## src/design/bdq_pkg.sv

```systemverilog
// Shared sizes, codes and state encoding for the bounded deque with remove.
package bdq_pkg;

	localparam int DEPTH     = 16;
	localparam int ITEM_W    = 32;
	localparam int IDX_W     = $clog2(DEPTH);
	localparam int CNT_W     = $clog2(DEPTH + 1);

	localparam int OP_W      = 3;
	localparam int TAG_IN_W  = 32;
	localparam int STAT_W    = 2;
	localparam int LEN_W     = 5;

	typedef enum logic [OP_W-1:0] {
		OP_PUSH_FRONT = 3'd0,
		OP_PUSH_BACK  = 3'd1,
		OP_POP_FRONT  = 3'd2,
		OP_POP_BACK   = 3'd3,
		OP_PEEK_FRONT = 3'd4,
		OP_PEEK_BACK  = 3'd5,
		OP_REMOVE     = 3'd6,
		OP_UNUSED     = 3'd7
	} op_t;

	typedef enum logic [STAT_W-1:0] {
		STAT_OK        = 2'd0,
		STAT_EMPTY     = 2'd1,
		STAT_FULL      = 2'd2,
		STAT_NOT_FOUND = 2'd3
	} status_t;

	typedef enum logic [2:0] {
		S_IDLE,
		S_EXEC,
		S_READ,
		S_SCAN_RD,
		S_SCAN_CMP,
		S_SHIFT_RD,
		S_SHIFT_WR,
		S_FIN
	} state_t;

endpackage

```

## src/design/bdq_req_if.sv

```systemverilog
// Request channel of the deque: operation code and item tag with valid/ready.
interface bdq_req_if;
	import bdq_pkg::*;

	logic                valid;
	logic                ready;
	logic [OP_W-1:0]     operation;
	logic [TAG_IN_W-1:0] item;

	modport source (output valid, output operation, output item, input ready);
	modport sink   (input valid, input operation, input item, output ready);
endinterface

```

## src/design/bdq_rsp_if.sv

```systemverilog
// Response channel of the deque: returned tag, status and length with valid/ready.
interface bdq_rsp_if;
	import bdq_pkg::*;

	logic                valid;
	logic                ready;
	logic [TAG_IN_W-1:0] item_out;
	logic [STAT_W-1:0]   status;
	logic [LEN_W-1:0]    length;

	modport source (output valid, output item_out, output status, output length, input ready);
	modport sink   (input valid, input item_out, input status, input length, output ready);
endinterface

```

## src/design/bounded_deque_with_remove.sv

```systemverilog
// Bounded deque with remove: one request word in, one response word out per request.
// Push and the unused code go from execute to finish; pops and peeks of a non-empty queue pass
// a read state first; remove, bound by its one memory port, scans with a read and a compare
// state per entry and on a match moves later entries up with a read and a write state each.
// One request is in flight at a time; the next is accepted once the response is registered.
// Reset (arst_n low) empties the queue and drops any pending response; storage is not cleared.
module bounded_deque_with_remove (
	input  logic       clk,
	input  logic       arst_n,
	bdq_req_if.sink    req,
	bdq_rsp_if.source  rsp
);
	import bdq_pkg::*;

	// Control state.
	state_t              state_q, state_nxt;
	op_t                 op_q;
	logic [ITEM_W-1:0]   tag_q;
	logic [IDX_W-1:0]    head_q;
	logic [CNT_W-1:0]    count_q;
	logic [CNT_W-1:0]    off_q;

	// Staged result, moved into the output register in the finish state.
	logic [ITEM_W-1:0]   res_item_q;
	status_t             res_stat_q;

	// Output register.
	logic                out_valid_q;
	logic [TAG_IN_W-1:0] out_item_q;
	logic [STAT_W-1:0]   out_stat_q;
	logic [LEN_W-1:0]    out_len_q;

	// Ring storage, a single-port memory with registered read data.
	logic [ITEM_W-1:0]   mem_q [DEPTH];
	logic [ITEM_W-1:0]   rd_q;

	// Sequencer controls.
	logic [CNT_W-1:0]    mem_off;
	logic [IDX_W-1:0]    mem_addr;
	logic                mem_we;
	logic [ITEM_W-1:0]   mem_wdata;
	logic                head_ld;
	logic                cnt_inc;
	logic                cnt_dec;
	logic                off_clr;
	logic                off_inc;
	logic                res_ld;
	logic [ITEM_W-1:0]   res_item;
	status_t             res_stat;
	logic                out_ld;

	logic                full;
	logic                empty;
	logic                out_free;
	logic                match;
	logic                last_off;
	logic [CNT_W-1:0]    off_nx;
	logic                accept;

	// Ring position of the entry at a logical offset from the head. This adder is the one
	// address unit that every memory access and head move goes through.
	function automatic logic [IDX_W-1:0] ring_pos(input logic [IDX_W-1:0] head,
		input logic [CNT_W-1:0] off);
		logic [IDX_W:0] sum;
		sum = {1'b0, head} + {1'b0, off[IDX_W-1:0]};
		if (sum >= (IDX_W+1)'(DEPTH)) begin
			sum = sum - (IDX_W+1)'(DEPTH);
		end
		return sum[IDX_W-1:0];
	endfunction

	assign full     = (count_q == CNT_W'(DEPTH));
	assign empty    = (count_q == '0);
	assign out_free = !out_valid_q || rsp.ready;
	assign match    = (rd_q == tag_q);
	assign off_nx   = off_q + CNT_W'(1);
	assign last_off = (off_nx >= count_q);
	assign mem_addr = ring_pos(head_q, mem_off);
	assign accept   = req.valid && req.ready;

	assign req.ready    = (state_q == S_IDLE);
	assign rsp.valid    = out_valid_q;
	assign rsp.item_out = out_item_q;
	assign rsp.status   = out_stat_q;
	assign rsp.length   = out_len_q;

	// Next state.
	always_comb begin
		state_nxt = state_q;
		case (state_q)
			S_IDLE: begin
				if (req.valid) begin
					state_nxt = S_EXEC;
				end
			end
			S_EXEC: begin
				case (op_q)
					OP_POP_FRONT, OP_POP_BACK, OP_PEEK_FRONT, OP_PEEK_BACK: begin
						state_nxt = empty ? S_FIN : S_READ;
					end
					OP_REMOVE: begin
						state_nxt = empty ? S_FIN : S_SCAN_RD;
					end
					default: begin
						state_nxt = S_FIN;
					end
				endcase
			end
			S_READ: begin
				state_nxt = S_FIN;
			end
			S_SCAN_RD: begin
				state_nxt = S_SCAN_CMP;
			end
			S_SCAN_CMP: begin
				if (match) begin
					state_nxt = S_SHIFT_RD;
				end else if (last_off) begin
					state_nxt = S_FIN;
				end else begin
					state_nxt = S_SCAN_RD;
				end
			end
			S_SHIFT_RD: begin
				state_nxt = last_off ? S_FIN : S_SHIFT_WR;
			end
			S_SHIFT_WR: begin
				state_nxt = S_SHIFT_RD;
			end
			S_FIN: begin
				if (out_free) begin
					state_nxt = S_IDLE;
				end
			end
			default: begin
				state_nxt = S_IDLE;
			end
		endcase
	end

	// Sequencer outputs.
	always_comb begin
		mem_off   = '0;
		mem_we    = 1'b0;
		mem_wdata = tag_q;
		head_ld   = 1'b0;
		cnt_inc   = 1'b0;
		cnt_dec   = 1'b0;
		off_clr   = 1'b0;
		off_inc   = 1'b0;
		res_ld    = 1'b0;
		res_item  = '0;
		res_stat  = STAT_OK;
		out_ld    = 1'b0;
		case (state_q)
			S_EXEC: begin
				case (op_q)
					OP_PUSH_FRONT: begin
						res_ld = 1'b1;
						if (full) begin
							res_stat = STAT_FULL;
						end else begin
							// One step back from the head is offset DEPTH-1 around the ring.
							mem_off = CNT_W'(DEPTH - 1);
							mem_we  = 1'b1;
							head_ld = 1'b1;
							cnt_inc = 1'b1;
						end
					end
					OP_PUSH_BACK: begin
						res_ld = 1'b1;
						if (full) begin
							res_stat = STAT_FULL;
						end else begin
							mem_off = count_q;
							mem_we  = 1'b1;
							cnt_inc = 1'b1;
						end
					end
					OP_POP_FRONT, OP_PEEK_FRONT: begin
						if (empty) begin
							res_ld   = 1'b1;
							res_stat = STAT_EMPTY;
						end
					end
					OP_POP_BACK, OP_PEEK_BACK: begin
						if (empty) begin
							res_ld   = 1'b1;
							res_stat = STAT_EMPTY;
						end else begin
							mem_off = count_q - CNT_W'(1);
						end
					end
					OP_REMOVE: begin
						off_clr = 1'b1;
						if (empty) begin
							res_ld   = 1'b1;
							res_stat = STAT_NOT_FOUND;
						end
					end
					default: begin
						res_ld = 1'b1;
					end
				endcase
			end
			S_READ: begin
				res_ld   = 1'b1;
				res_item = rd_q;
				if (op_q == OP_POP_FRONT) begin
					mem_off = CNT_W'(1);
					head_ld = 1'b1;
					cnt_dec = 1'b1;
				end else if (op_q == OP_POP_BACK) begin
					cnt_dec = 1'b1;
				end
			end
			S_SCAN_RD: begin
				mem_off = off_q;
			end
			S_SCAN_CMP: begin
				if (!match) begin
					if (last_off) begin
						res_ld   = 1'b1;
						res_stat = STAT_NOT_FOUND;
					end else begin
						off_inc = 1'b1;
					end
				end
			end
			S_SHIFT_RD: begin
				if (last_off) begin
					cnt_dec = 1'b1;
					res_ld  = 1'b1;
				end else begin
					mem_off = off_nx;
				end
			end
			S_SHIFT_WR: begin
				mem_off   = off_q;
				mem_we    = 1'b1;
				mem_wdata = rd_q;
				off_inc   = 1'b1;
			end
			S_FIN: begin
				out_ld = out_free;
			end
			default: begin
			end
		endcase
	end

	// Control registers.
	always_ff @(posedge clk or negedge arst_n) begin
		if (!arst_n) begin
			state_q     <= S_IDLE;
			head_q      <= '0;
			count_q     <= '0;
			out_valid_q <= 1'b0;
		end else begin
			state_q <= state_nxt;
			if (head_ld) begin
				head_q <= mem_addr;
			end
			if (cnt_inc) begin
				count_q <= count_q + CNT_W'(1);
			end else if (cnt_dec) begin
				count_q <= count_q - CNT_W'(1);
			end
			if (out_ld) begin
				out_valid_q <= 1'b1;
			end else if (rsp.ready) begin
				out_valid_q <= 1'b0;
			end
		end
	end

	// Payload registers.
	always_ff @(posedge clk) begin
		if (accept) begin
			op_q  <= op_t'(req.operation);
			tag_q <= ITEM_W'(req.item);
		end
		if (off_clr) begin
			off_q <= '0;
		end else if (off_inc) begin
			off_q <= off_nx;
		end
		if (res_ld) begin
			res_item_q <= res_item;
			res_stat_q <= res_stat;
		end
		if (out_ld) begin
			out_item_q <= TAG_IN_W'(res_item_q);
			out_stat_q <= res_stat_q;
			out_len_q  <= LEN_W'(count_q);
		end
	end

	// Ring storage.
	always_ff @(posedge clk) begin
		if (mem_we) begin
			mem_q[mem_addr] <= mem_wdata;
		end
		rd_q <= mem_q[mem_addr];
	end

endmodule

```

## src/flat_wrapper.sv

```systemverilog
// flat-port wrapper written by rule: the top's interface ports become plain ports
module bounded_deque_with_remove_flat import bdq_pkg::*;
  (clk, arst_n, req_valid, req_operation, req_item, req_ready, rsp_valid, rsp_item_out, rsp_status, rsp_length, rsp_ready);
  bdq_req_if req_i ();
  bdq_rsp_if rsp_i ();
  input  logic clk;
  input  logic arst_n;
  input wire logic [$bits(req_i.valid)-1:0] req_valid;
  input wire logic [$bits(req_i.operation)-1:0] req_operation;
  input wire logic [$bits(req_i.item)-1:0] req_item;
  output wire logic [$bits(req_i.ready)-1:0] req_ready;
  output wire logic [$bits(rsp_i.valid)-1:0] rsp_valid;
  output wire logic [$bits(rsp_i.item_out)-1:0] rsp_item_out;
  output wire logic [$bits(rsp_i.status)-1:0] rsp_status;
  output wire logic [$bits(rsp_i.length)-1:0] rsp_length;
  input wire logic [$bits(rsp_i.ready)-1:0] rsp_ready;
  assign req_i.valid = req_valid;
  assign req_i.operation = req_operation;
  assign req_i.item = req_item;
  assign req_ready = req_i.ready;
  assign rsp_valid = rsp_i.valid;
  assign rsp_item_out = rsp_i.item_out;
  assign rsp_status = rsp_i.status;
  assign rsp_length = rsp_i.length;
  assign rsp_i.ready = rsp_ready;
  bounded_deque_with_remove u_core (.clk(clk), .arst_n(arst_n), .req(req_i), .rsp(rsp_i));
endmodule
```

## config.mk

```make
export PLATFORM = sky130hd
export DESIGN_NAME = bounded_deque_with_remove_flat
export DESIGN_NICKNAME = d
export VERILOG_FILES = /design/src/design/bdq_pkg.sv /design/src/design/bdq_req_if.sv /design/src/design/bdq_rsp_if.sv /design/src/design/bounded_deque_with_remove.sv /design/src/flat_wrapper.sv
export SDC_FILE = /design/constraint.sdc
export NUM_CORES = 1
export LEC_CHECK = 0
export BUFFER_PORTS_ARGS = -buffer_cell sky130_fd_sc_hd__buf_2
export CAP_MARGIN = 20
export CELL_PAD_IN_SITES_DETAIL_PLACEMENT = 0
export CELL_PAD_IN_SITES_GLOBAL_PLACEMENT = 1
export CORE_MARGIN = 3
export CORE_UTILIZATION = 55
export DETAILED_ROUTE_END_ITERATION = 10
export PLACE_DENSITY = 0.82
export SLEW_MARGIN = 25
export SYNTH_ARGS = -nofsm -noshare
export SYNTH_HDL_FRONTEND = slang
export SYNTH_SLANG_ARGS = --single-unit
```

## constraint.sdc

```tcl
create_clock -name clk -period 22.6 [get_ports clk]
set_input_delay 2.26 -clock clk [delete_from_list [all_inputs] [get_ports clk]]
set_output_delay 2.26 -clock clk [all_outputs]
set_load 0.005 [all_outputs]
```

==> results.md <==
- Status: finished, final reports clean
- Sequential share of the synthesized area: around 76%
- Commonest non-fill, non-tap cell in the layout: edfxtp_1
- Sum of buffers and inverters on the critical path: 2
- PwrDens: approximately 170 mW/mm^2
- Clk slew on worst S/H paths: approximately 0.06 ns
- Final Slew Violations: 0
- Initial Util: 56.4%
- Grt ovf: 0
- Worst Hold Path Cells: 0
- Drc violations: 0
- Worst hold-check path type: reg2reg
- Critical Path Most Common Cell: mux2i_1
- CP Cell Sequence: or3b_2 > nor3_2 > a31oi_1 > nor2_1 > a21oi_1 > o211ai_1 > ha_4 > buf_6 > buf_4 > mux4_2 > mux2i_1 > mux2i_1
- Nets@finish: around 1500
- Cells after Synth: 1314
- # fillers: slightly above 3000
- Initial drt markers: ~1500
- Antenna Nets Post-Route: 0
- Hpwl dp: 30300 microns
- # IOs: 80
- Critical path depth: 12
- Hold path start: u_core.res_item_q[17]
- CTS Buf Count: 67
- Post-route design area: between 0.02 and 0.03 sq mm
- Clock root buffer: clkbuf_16
- Layout cell share with drive strength beyond 1: between 20% and 30%
- Post-synth cell types: 52
- Max clock buf depth: 3
- CTS hold repair buffers: 0
- CP delay by family, top: simple AND/OR/NAND/NOR gates
- P_leak: 9.93 nW
- Fin. Hold Viols: 0
- CP startpoint kind: flip-flop
- Cell area after synthesis: ~0.026 sq mm
- Clock Sinks: 670
- WL per Instance: between 20 and 30 microns
- Max rail drop VDD: around 0.16 mV
- CTS tree: built
- Die height: 223 microns
- Vias in the first global route: approximately 13000
- Hold WS: roughly 0.42 ns
- Largest stage delay, worst path: around 0.8 ns
- Max-cap check violation count: 0
- Worst-Margin Slew: between 0.9 and 1 ns
- Critical Path Fanout Max: 56
- Rel. slew slack: 34.5%
- DR vias: around 13000
- Final setup violation count: 0
- P&R area growth vs syn: 14.0%
- Largest net degree at the start of global routing: a little under 80
- Prevailing post-synth register cell: edfxtp_1
- Fmax: roughly 170 MHz
- DIE AREA: 0.0498 sq mm
- R2R depth: 12
- Via density: about 6.0
- Setup TNS: 0 ns
- Commonest cells after routing, fill and taps aside: edfxtp_1, mux4_2, nand2_1, mux2i_1, buf_2
- Drt first pass iters: 7
- Core area: between 0.04 and 0.05 sq mm
- Power consumption: about 5.1 mW
- Final period utilization: between 20% and 30%
- Placed cells: between 1500 and 2000
- Initial antenna violation count: 1
- PostCTS Resize Cnt: 0
- Net Count, Synth: 1366
- Port-buffer cells: between 70 and 80
- Post-synth EDFFs: 620
- Worst EP required: between 20 and 25 ns
- Post-DP Area: between 0.02 and 0.03 sq mm
- First-pass GRT wire length: 82100 microns
- Worst-Skew Late Latency: 0.59 ns
- GRT Total Usage: around 22%
- Reg2reg start: u_core.state_q[2]
- WL final: roughly 55000 microns
- Chip width: roughly 220 microns
- Minimum clock period: approximately 5.9 ns
- Setup CP Type: reg2reg
- Worst clock skew: around 0.02 ns
- Setup bufs post-CTS: 0
- Mean post-synth cell area: just under 20 sq um
- Diode count: 0
- Multi-input logic area: 0.00612 sq mm
- Post-layout instance count excluding filler cells: roughly 2100
- Register bit count reported by yosys: 670
- Asr flop ratio synth: 1.94%
- Yosys warns: 0
- Worst endpoint data arrival time: 6.37 ns
- Slowest CP cell: buf_4
- Row count: 78
- H-tree depth: 3
- RSZ-0062 raised after global routing: false
- GP Congestion: 0.793
- Worst setup EP type: flip-flop
- FF+latch area: roughly 0.02 sq mm
- Critical path origin: u_core.state_q[2]
==> worst register-to-register path, cell delays in order (launching register included) <==
cell and delay [ns]:
dfrtp_1 0.55, or3b_2 0.62, nor3_2 0.61, a31oi_1 0.12, nor2_1 0.45, a21oi_1 0.10
o211ai_1 0.16, ha_4 0.75, buf_6 0.69, buf_4 0.83, mux4_2 0.64, mux2i_1 0.16
mux2i_1 0.09
==> path summary, 6_finish.rpt <==
path                                      endpoint  slack (ns)
min reg2reg                u_core.rsp.item_out[17]        0.42
max reg2reg                        u_core.rd_q[20]       16.66
min in group asynchronous        u_core.count_q[2]        1.57
max                                u_core.rd_q[20]       16.66
max in group asynchronous         u_core.rsp.valid       20.74
min                        u_core.rsp.item_out[17]        0.42
==> stage by stage <==
step                      setup WS, ns  utilization (%)
after floorplan                  15.43                -
after global placement           16.33             59.3
after detailed placement         16.53             59.4
after CTS                        16.53             64.3
after global routing             15.99             64.3
final                            16.66             64.3
==> cell families after synthesis <==
group | Yosys count | synth area share, %
AOI/OAI and AO/OA | 49 | 1.30
xor gates and xnor gates | 47 | 1.62
adders and majority gates | 13 | 0.656
buffers and inverters | 72 | 1.09
DFF | 670 | 75.9
muxes | 232 | 15.2
and+or+nand+nor | 231 | 4.25
==> flip-flops by register name, indices dropped and copies added (netlist names) <==
register,flops
u_core.off_q,5
u_core.rsp.valid,1
u_core.op_q,3
u_core.mem_q,512
u_core.res_item_q,32
u_core.rsp.item_out,32
u_core.rsp.status,2
u_core.tag_q,32
u_core.head_q,4
u_core.state_q,3
u_core.rsp.length,5
u_core.res_stat_q,2
u_core.count_q,5
u_core.rd_q,32
==> layer usage <==
layer / share of wire [%] / track usage, % / up-vias
li1: - / - / 5474
met3: 8.6 / 5.37 / 103
met1: 40 / 31.0 / 6497
met2: 48 / 35.4 / 556
met5: 0.024 / 0 / -
met4: 3.1 / 8.49 / 2
==> Yosys cell counts, drive strengths merged (2+ instances only) <==
library cell | number | area (sq um)
dfrtp | 13 | 325
o21bai | 2 | 15.0
nand4 | 10 | 62.6
buf | 20 | 87.6
nand2 | 125 | 469
nand2b | 4 | 25.0
o211ai | 2 | 15.0
and2 | 35 | 219
ha | 12 | 150
mux2i | 101 | 1010
edfxtp | 620 | 18600
o21a | 2 | 15.0
a211o | 2 | 17.5
inv | 9 | 33.8
nor4 | 10 | 62.6
mux4 | 128 | 2880
nor3 | 12 | 65.1
a21oi | 9 | 45.0
a21o | 3 | 22.5
nor2 | 14 | 52.6
a31oi | 7 | 43.8
mux2 | 3 | 33.8
nor2b | 6 | 37.5
nand3 | 6 | 35.0
or3b | 2 | 17.5
a2111oi | 2 | 36.3
clkbuf | 43 | 161
xor2 | 4 | 42.6
xnor2 | 43 | 377
o31ai | 4 | 30.0
dfxtp | 37 | 741
o21ai | 11 | 55.1
==> where the power goes <==
group          internal, mW  switching [mW]  leakage, nW  total (mW)
Combinational         0.955            1.18         2.73        2.13
Sequential             1.74           0.104         6.10        1.84
Clock                 0.668           0.451         1.10        1.12
==> layout make-up <==
type | instances | area share [%]
sequential | 670 | 66.6
multi-input combinational | 572 | 20.7
clock buffer | 85 | 6.18
tap | 600 | 2.54
timing repair buffer | 118 | 2.39
clock inverter | 38 | 1.45
inverter | 9 | 0.123
(Power assumes the default switching activity.)
